<file path="src/sv/wmre_pkg.sv">
// Shared types and constants for the waveform min/max/RMS envelope block.
`default_nettype none

package wmre_pkg;

  typedef logic [2:0] state_t;

  localparam state_t ST_IDLE = 3'd0;
  localparam state_t ST_SQ   = 3'd1;
  localparam state_t ST_ACC  = 3'd2;
  localparam state_t ST_DIV  = 3'd3;
  localparam state_t ST_SQRT = 3'd4;
  localparam state_t ST_FIN  = 3'd5;

  typedef logic op_t;

  localparam op_t OP_DIV  = 1'b0;
  localparam op_t OP_SQRT = 1'b1;

  localparam int WIN_LEN_RESET = 200;
  localparam int INDEX_BITS    = 32;

endpackage

`default_nettype wire

</file>
<file path="src/sv/wmre_cmp_sub.sv">
// Shared compare-and-subtract step for restoring division and square root.
`default_nettype none

module wmre_cmp_sub #(
  parameter int COUNT_BITS = 16,
  parameter int ROOT_BITS  = 23,
  parameter int REM_BITS   = 26
) (
  input  wire wmre_pkg::op_t         op,
  input  wire logic [REM_BITS-1:0]   rem_in,
  input  wire logic [1:0]            shift_in,
  input  wire logic [COUNT_BITS-1:0] divisor,
  input  wire logic [ROOT_BITS-1:0]  root,
  output logic      [REM_BITS-1:0]   rem_out,
  output logic                       ge
);

  logic [REM_BITS-1:0] cand;
  logic [REM_BITS-1:0] sub;
  logic [REM_BITS:0]   diff;

  always_comb begin
    if (op == wmre_pkg::OP_SQRT) begin
      cand = {rem_in[REM_BITS-3:0], shift_in};
      sub  = REM_BITS'({root, 2'b01});
    end else begin
      cand = {rem_in[REM_BITS-2:0], shift_in[1]};
      sub  = REM_BITS'(divisor);
    end
    diff    = {1'b0, cand} - {1'b0, sub};
    ge      = ~diff[REM_BITS];
    rem_out = ge ? diff[REM_BITS-1:0] : cand;
  end

endmodule

`default_nettype wire

</file>
<file path="src/sv/waveform_min_max_rms_envelope.sv">
// Top level: windowed min/max/RMS envelope of a mono fixed-point audio stream.
//
// Input channel: in_sample (signed, SAMPLE_FRAC_BITS fraction bits) and
// in_end_of_stream transfer when in_valid is high and in_stall is low. Each
// sample is clamped to +/-1.0 and folded into the current window.
// Result channel: one result per closed window, held on the out_ ports while
// out_stall is high. A window closes when it holds window_length samples (0
// acts as 1) or on an end-of-stream sample, which also restarts the index.
// cfg_write loads cfg_data into window_length; write only while idle.
// Flow: a sample goes through the square and accumulate states. A closing
// sample also runs a restoring divide of the square sum by the
// count, 2*ceil(SUM_W/2) steps, then a digit-by-digit square root,
// ceil(SUM_W/2) steps, on one shared compare-subtract unit, with
// SUM_W = min(64, 2*SAMPLE_FRAC_BITS+COUNT_BITS).
// in_stall is high for the whole time a sample is being worked on.
// The result register frees the engine; a second result waits in the final
// step until out_stall drops.
// Reset (rst_n low, synchronous) sets window_length to 200, empties the
// window and restarts the index at zero.
`default_nettype none

module waveform_min_max_rms_envelope #(
  parameter int COUNT_BITS       = 16,
  parameter int SAMPLE_FRAC_BITS = 15
) (
  input  wire  logic                                 clk,
  input  wire  logic                                 rst_n,
  input  wire  logic                                 cfg_write,
  input  wire  logic [COUNT_BITS-1:0]                cfg_data,
  input  wire  logic                                 in_valid,
  output logic                                       in_stall,
  input  wire  logic signed [SAMPLE_FRAC_BITS+2:0]   in_sample,
  input  wire  logic                                 in_end_of_stream,
  output logic                                       out_valid,
  input  wire  logic                                 out_stall,
  output logic [wmre_pkg::INDEX_BITS-1:0]            out_window_index,
  output logic signed [SAMPLE_FRAC_BITS+1:0]         out_min_amplitude,
  output logic signed [SAMPLE_FRAC_BITS+1:0]         out_max_amplitude,
  output logic [SAMPLE_FRAC_BITS:0]                  out_rms_amplitude,
  output logic [COUNT_BITS-1:0]                      out_win_count
);

  localparam int SW       = SAMPLE_FRAC_BITS + 3;
  localparam int AMP_W    = SAMPLE_FRAC_BITS + 2;
  localparam int RMS_W    = SAMPLE_FRAC_BITS + 1;
  localparam int MAG_W    = SAMPLE_FRAC_BITS + 1;
  localparam int PROD_W   = 2 * SAMPLE_FRAC_BITS + 1;
  localparam int SUM_FULL = 2 * SAMPLE_FRAC_BITS + COUNT_BITS;
  localparam int SUM_W    = (SUM_FULL > 64) ? 64 : SUM_FULL;
  localparam int ROOT_W   = (SUM_W + 1) / 2;
  localparam int RAD_W    = 2 * ROOT_W;
  localparam int REM_W    = (COUNT_BITS + 1 > ROOT_W + 3) ? COUNT_BITS + 1 : ROOT_W + 3;
  localparam int STEP_W   = $clog2(RAD_W + 1);
  localparam int IDX_W    = wmre_pkg::INDEX_BITS;
  localparam int ONE_INT  = 1 << SAMPLE_FRAC_BITS;

  localparam logic signed [SW-1:0]    POS_ONE_S = SW'(ONE_INT);
  localparam logic signed [SW-1:0]    NEG_ONE_S = -POS_ONE_S;
  localparam logic signed [AMP_W-1:0] POS_ONE_A = AMP_W'(ONE_INT);
  localparam logic signed [AMP_W-1:0] NEG_ONE_A = -POS_ONE_A;

  wmre_pkg::state_t          state_r, state_nxt;
  logic signed [AMP_W-1:0]   samp_r, samp_nxt;
  logic                      last_r, last_nxt;
  logic [PROD_W-1:0]         prod_r, prod_nxt;
  logic [COUNT_BITS-1:0]     win_len_r, win_len_nxt;
  logic [COUNT_BITS-1:0]     fill_r, fill_nxt;
  logic signed [AMP_W-1:0]   min_r, min_nxt;
  logic signed [AMP_W-1:0]   max_r, max_nxt;
  logic [SUM_W-1:0]          sum_r, sum_nxt;
  logic [IDX_W-1:0]          idx_r, idx_nxt;
  logic [RAD_W-1:0]          rad_r, rad_nxt;
  logic [REM_W-1:0]          rem_r, rem_nxt;
  logic [ROOT_W-1:0]         root_r, root_nxt;
  logic [STEP_W-1:0]         step_r, step_nxt;
  logic                      out_valid_r, out_valid_nxt;
  logic [IDX_W-1:0]          out_idx_r, out_idx_nxt;
  logic signed [AMP_W-1:0]   out_min_r, out_min_nxt;
  logic signed [AMP_W-1:0]   out_max_r, out_max_nxt;
  logic [RMS_W-1:0]          out_rms_r, out_rms_nxt;
  logic [COUNT_BITS-1:0]     out_cnt_r, out_cnt_nxt;

  logic signed [SW-1:0]      clamp_s;
  logic [MAG_W-1:0]          mag;
  logic [2*MAG_W-1:0]        prod_full;
  logic [COUNT_BITS-1:0]     len_eff;
  logic [COUNT_BITS-1:0]     fill_inc;
  logic [SUM_W-1:0]          sum_inc;
  logic                      close_win;
  wmre_pkg::op_t             u_op;
  logic [REM_W-1:0]          u_rem;
  logic                      u_ge;

  wmre_cmp_sub #(
    .COUNT_BITS(COUNT_BITS),
    .ROOT_BITS (ROOT_W),
    .REM_BITS  (REM_W)
  ) u_cmp_sub (
    .op      (u_op),
    .rem_in  (rem_r),
    .shift_in(rad_r[RAD_W-1:RAD_W-2]),
    .divisor (fill_r),
    .root    (root_r),
    .rem_out (u_rem),
    .ge      (u_ge)
  );

  assign u_op     = (state_r == wmre_pkg::ST_SQRT) ? wmre_pkg::OP_SQRT : wmre_pkg::OP_DIV;
  assign in_stall = (state_r != wmre_pkg::ST_IDLE);

  always_comb begin
    if (in_sample > POS_ONE_S) begin
      clamp_s = POS_ONE_S;
    end else if (in_sample < NEG_ONE_S) begin
      clamp_s = NEG_ONE_S;
    end else begin
      clamp_s = in_sample;
    end
    mag       = samp_r[AMP_W-1] ? MAG_W'(-samp_r) : MAG_W'(samp_r);
    prod_full = mag * mag;
    len_eff   = (win_len_r == '0) ? COUNT_BITS'(1) : win_len_r;
    fill_inc  = fill_r + COUNT_BITS'(1);
    sum_inc   = sum_r + SUM_W'(prod_r);
    close_win = (fill_inc >= len_eff) || last_r;
  end

  always_comb begin
    state_nxt     = state_r;
    samp_nxt      = samp_r;
    last_nxt      = last_r;
    prod_nxt      = prod_r;
    win_len_nxt   = cfg_write ? cfg_data : win_len_r;
    fill_nxt      = fill_r;
    min_nxt       = min_r;
    max_nxt       = max_r;
    sum_nxt       = sum_r;
    idx_nxt       = idx_r;
    rad_nxt       = rad_r;
    rem_nxt       = rem_r;
    root_nxt      = root_r;
    step_nxt      = step_r;
    out_valid_nxt = out_valid_r && out_stall;
    out_idx_nxt   = out_idx_r;
    out_min_nxt   = out_min_r;
    out_max_nxt   = out_max_r;
    out_rms_nxt   = out_rms_r;
    out_cnt_nxt   = out_cnt_r;

    unique case (state_r)
      wmre_pkg::ST_IDLE: begin
        if (in_valid) begin
          samp_nxt  = AMP_W'(clamp_s);
          last_nxt  = in_end_of_stream;
          state_nxt = wmre_pkg::ST_SQ;
        end
      end
      wmre_pkg::ST_SQ: begin
        prod_nxt  = PROD_W'(prod_full);
        state_nxt = wmre_pkg::ST_ACC;
      end
      wmre_pkg::ST_ACC: begin
        fill_nxt = fill_inc;
        sum_nxt  = sum_inc;
        if (samp_r < min_r) begin
          min_nxt = samp_r;
        end
        if (samp_r > max_r) begin
          max_nxt = samp_r;
        end
        if (close_win) begin
          rad_nxt   = RAD_W'(sum_inc);
          rem_nxt   = '0;
          step_nxt  = '0;
          state_nxt = wmre_pkg::ST_DIV;
        end else begin
          state_nxt = wmre_pkg::ST_IDLE;
        end
      end
      wmre_pkg::ST_DIV: begin
        rem_nxt  = u_rem;
        rad_nxt  = {rad_r[RAD_W-2:0], u_ge};
        step_nxt = step_r + STEP_W'(1);
        if (step_r == STEP_W'(RAD_W - 1)) begin
          rem_nxt   = '0;
          root_nxt  = '0;
          step_nxt  = '0;
          state_nxt = wmre_pkg::ST_SQRT;
        end
      end
      wmre_pkg::ST_SQRT: begin
        rem_nxt  = u_rem;
        rad_nxt  = {rad_r[RAD_W-3:0], 2'b00};
        root_nxt = {root_r[ROOT_W-2:0], u_ge};
        step_nxt = step_r + STEP_W'(1);
        if (step_r == STEP_W'(ROOT_W - 1)) begin
          state_nxt = wmre_pkg::ST_FIN;
        end
      end
      wmre_pkg::ST_FIN: begin
        if (!out_valid_r || !out_stall) begin
          out_valid_nxt = 1'b1;
          out_idx_nxt   = idx_r;
          out_min_nxt   = min_r;
          out_max_nxt   = max_r;
          out_rms_nxt   = root_r[RMS_W-1:0];
          out_cnt_nxt   = fill_r;
          idx_nxt       = last_r ? '0 : idx_r + IDX_W'(1);
          fill_nxt      = '0;
          min_nxt       = POS_ONE_A;
          max_nxt       = NEG_ONE_A;
          sum_nxt       = '0;
          state_nxt     = wmre_pkg::ST_IDLE;
        end
      end
      default: begin
        state_nxt = wmre_pkg::ST_IDLE;
      end
    endcase
  end

  always_ff @(posedge clk) begin
    if (!rst_n) begin
      state_r     <= wmre_pkg::ST_IDLE;
      win_len_r   <= COUNT_BITS'(wmre_pkg::WIN_LEN_RESET);
      fill_r      <= '0;
      min_r       <= POS_ONE_A;
      max_r       <= NEG_ONE_A;
      sum_r       <= '0;
      idx_r       <= '0;
      out_valid_r <= 1'b0;
    end else begin
      state_r     <= state_nxt;
      win_len_r   <= win_len_nxt;
      fill_r      <= fill_nxt;
      min_r       <= min_nxt;
      max_r       <= max_nxt;
      sum_r       <= sum_nxt;
      idx_r       <= idx_nxt;
      out_valid_r <= out_valid_nxt;
    end
  end

  always_ff @(posedge clk) begin
    samp_r    <= samp_nxt;
    last_r    <= last_nxt;
    prod_r    <= prod_nxt;
    rad_r     <= rad_nxt;
    rem_r     <= rem_nxt;
    root_r    <= root_nxt;
    step_r    <= step_nxt;
    out_idx_r <= out_idx_nxt;
    out_min_r <= out_min_nxt;
    out_max_r <= out_max_nxt;
    out_rms_r <= out_rms_nxt;
    out_cnt_r <= out_cnt_nxt;
  end

  assign out_valid         = out_valid_r;
  assign out_window_index  = out_idx_r;
  assign out_min_amplitude = out_min_r;
  assign out_max_amplitude = out_max_r;
  assign out_rms_amplitude = out_rms_r;
  assign out_win_count     = out_cnt_r;

endmodule

`default_nettype wire

</file>
<file path="config.mk">
export PLATFORM = sky130hd
export DESIGN_NAME = waveform_min_max_rms_envelope
export DESIGN_NICKNAME = d
export VERILOG_FILES = /design/src/sv/wmre_pkg.sv /design/src/sv/wmre_cmp_sub.sv /design/src/sv/waveform_min_max_rms_envelope.sv
export SDC_FILE = /design/constraint.sdc
export NUM_CORES = 1
export LEC_CHECK = 0
export BUFFER_PORTS_ARGS = -buffer_cell sky130_fd_sc_hd__buf_2
export CAP_MARGIN = 20
export CORE_MARGIN = 10
export CORE_UTILIZATION = 60
export DETAILED_ROUTE_END_ITERATION = 7
export HOLD_SLACK_MARGIN = 0.12
export PLACE_DENSITY = 0.83
export SETUP_SLACK_MARGIN = 0.05
export SLEW_MARGIN = 20
export SYNTH_ARGS = -nofsm -noshare
export SYNTH_HDL_FRONTEND = slang
export SYNTH_HIERARCHICAL = 1
export SYNTH_SLANG_ARGS = --single-unit
</file>
<file path="constraint.sdc">
create_clock -name clk -period 13.5 [get_ports clk]
set_input_delay 1.35 -clock clk [delete_from_list [all_inputs] [get_ports clk]]
set_output_delay 1.35 -clock clk [all_outputs]
set_load 0.05 [all_outputs]
</file>
==> flow_metrics.tcl <==
set metrics [dict create \
    status "finished, final reports clean" \
    cp-end-kind "register" \
    first_pass_iters 6 \
    grt_usage_pct 24.9 \
    antennaDiodeCount 0 \
    grt_antenna_before_repair 1 \
    final_hold_viol_count 0 \
    fin_ws_ns 4.68 \
    rows 79 \
    critical_path.max_fanout 17 \
    syn2layout_area_growth_pct 9.90 \
    start_util_pct 60.4 \
    placed_area_um2 29200 \
    period_share_pct 65.3 \
    ios 140 \
    crit_path_start_kind "register" \
    synth_cells 2859 \
    grt_pass1_vias 22300 \
    critPathRequiredTime_ns 13.82 \
    port_buffers 139 \
    core-area_um2 46400 \
    routed_wl_mm 70.7 \
    die_x_um 236 \
    fin_area_um2 30800 \
    skew_ns 0.0232 \
    via_per_inst 6.06 \
    drive_above_1_share_pct 10.6 \
    gp_congestion 0.956 \
    clockBufferDepth 3 \
    cts.clk_slew.worst_paths_ns 0.06 \
    syn_area_per_cell_um2 9.79 \
    post-cts-setup-buffer-count 0 \
    grt_first_pass_wirelength_mm 116 \
    slowest_delay_ns 0.60 \
    fp.dieH_um 236 \
    post-place-ws_ns 4.80 \
    ys_warn_count 6 \
    cts_root_buffer "clkbuf_16" \
    mappedNetlistArea_um2 28000 \
    drc 0 \
    ctsHoldBuffers 0 \
    drt-initial-drc-count 1930 \
    final_net_count 3355 \
    clkSinkCount 394 \
    cts_max_level 2 \
    dr_total_vias 21700 \
    crit_arrival_ns 9.14 \
    synth_fp_nets 3269 \
    clk_latency_ns 0.58 \
    wl_per_cell_um 19.7 \
    cts_inserted_buffers 43 \
    dieArea_um2 55700 \
    hold_class "reg2reg" \
    overflow 0 \
    antenna_left 0 \
    hpwl_mm 52.3 \
    ctsResizeCount 0 \
    cp_slowest_cell "xor2_1" \
    cap_violations 0 \
    finalMaxSlewViolations 0 \
    tightest_slew_ns 1.18 \
    cts_tree "done" \
    grt_max_degree 88 \
    rsz0062_at_grt "no" \
    final_util_pct 66.3 \
    post-route-min-period_ns 8.82 \
    slew_headroom_pct 21.3 \
    setup-tns-final_ns 0 \
    crit_type "reg2reg" \
    setup_viol 0 \
    fmax_ghz 0.113 \
]
## layout by cell type, fill, tap and decap left out, types with 46 or more instances in the layout
cell type and n:
ha_1 203, xor2_1 69, dfxtp_1 147, inv_1 321, a21oi_1 145, nor2b_1 69, and3_1 52, edfxtp_1 246
nor2_1 189, nand3_1 98, fa_1 167, clkbuf_16 46, o21ai_0 116, buf_2 138, a21o_1 50, xnor2_1 86
nand2_1 238
## per-stage QoR
stage,hold WS (ns),std cells
floorplan,0.408,2859
global placement,0.448,3504
detailed placement,0.439,3505
CTS,0.451,3585
global route,0.454,3587
finish,0.448,3587
## layer usage
metal / wire length, um / global-route usage, %
met1: 28800 / 30.8
met2: 35100 / 43.6
met3: 4920 / 4.18
met4: 1870 / 8.06
met5: 11 / 0
## worst paths after layout
kind                            slack [ns]  depth (start not counted)                     from                         endpoint
worst max-delay path                  4.68                         29  samp_r[0]$_SDFFCE_PP0P_             prod_r[29]$_DFFE_PP_
worst min register to register        0.45                          0   min_r[15]$_SDFFE_PN1P_  out_min_amplitude[15]$_DFFE_PP_
worst max register to register        4.68                         29  samp_r[0]$_SDFFCE_PP0P_             prod_r[29]$_DFFE_PP_
worst min-delay path                  0.45                          0   min_r[15]$_SDFFE_PN1P_  out_min_amplitude[15]$_DFFE_PP_
## final cells by class
| class | count | area, um2 |
|---|---|---|
| multi-input combinational | 2008 | 15900 |
| fill | 3512 | 15600 |
| sequential | 394 | 10400 |
| inverter | 329 | 1240 |
| clock buffer | 52 | 1190 |
| timing repair buffer | 169 | 961 |
| tap | 607 | 759 |
| clock inverter | 28 | 308 |
## sequential cells by signal (all words and copies together) (netlist names)
signal             cells
last_r                 1
max_r                 17
state_r                3
out_rms_amplitude     16
rad_r                 46
fill_r                16
samp_r                17
win_len_r             16
root_r                23
prod_r                30
out_window_index      32
sum_r                 46
min_r                 17
out_max_amplitude     17
out_min_amplitude     17
rem_r                 25
out_valid              1
out_win_count         16
idx_r                 32
step_r                 6
## worst max-delay path: cells and delay by family, from the launching register on
kind / cells / cell delay [ns]
simple gates: 5 / 0.95
compound gates: 7 / 1.54
fa+ha+maj: 8 / 3.47
flops: 1 / 0.52
buf+inv: 7 / 1.36
xor+xnor: 2 / 0.70
Power is left out: the tool's default activity adds up to more than one toggle a clock period on the data nets, which glitch-free logic cannot reach.
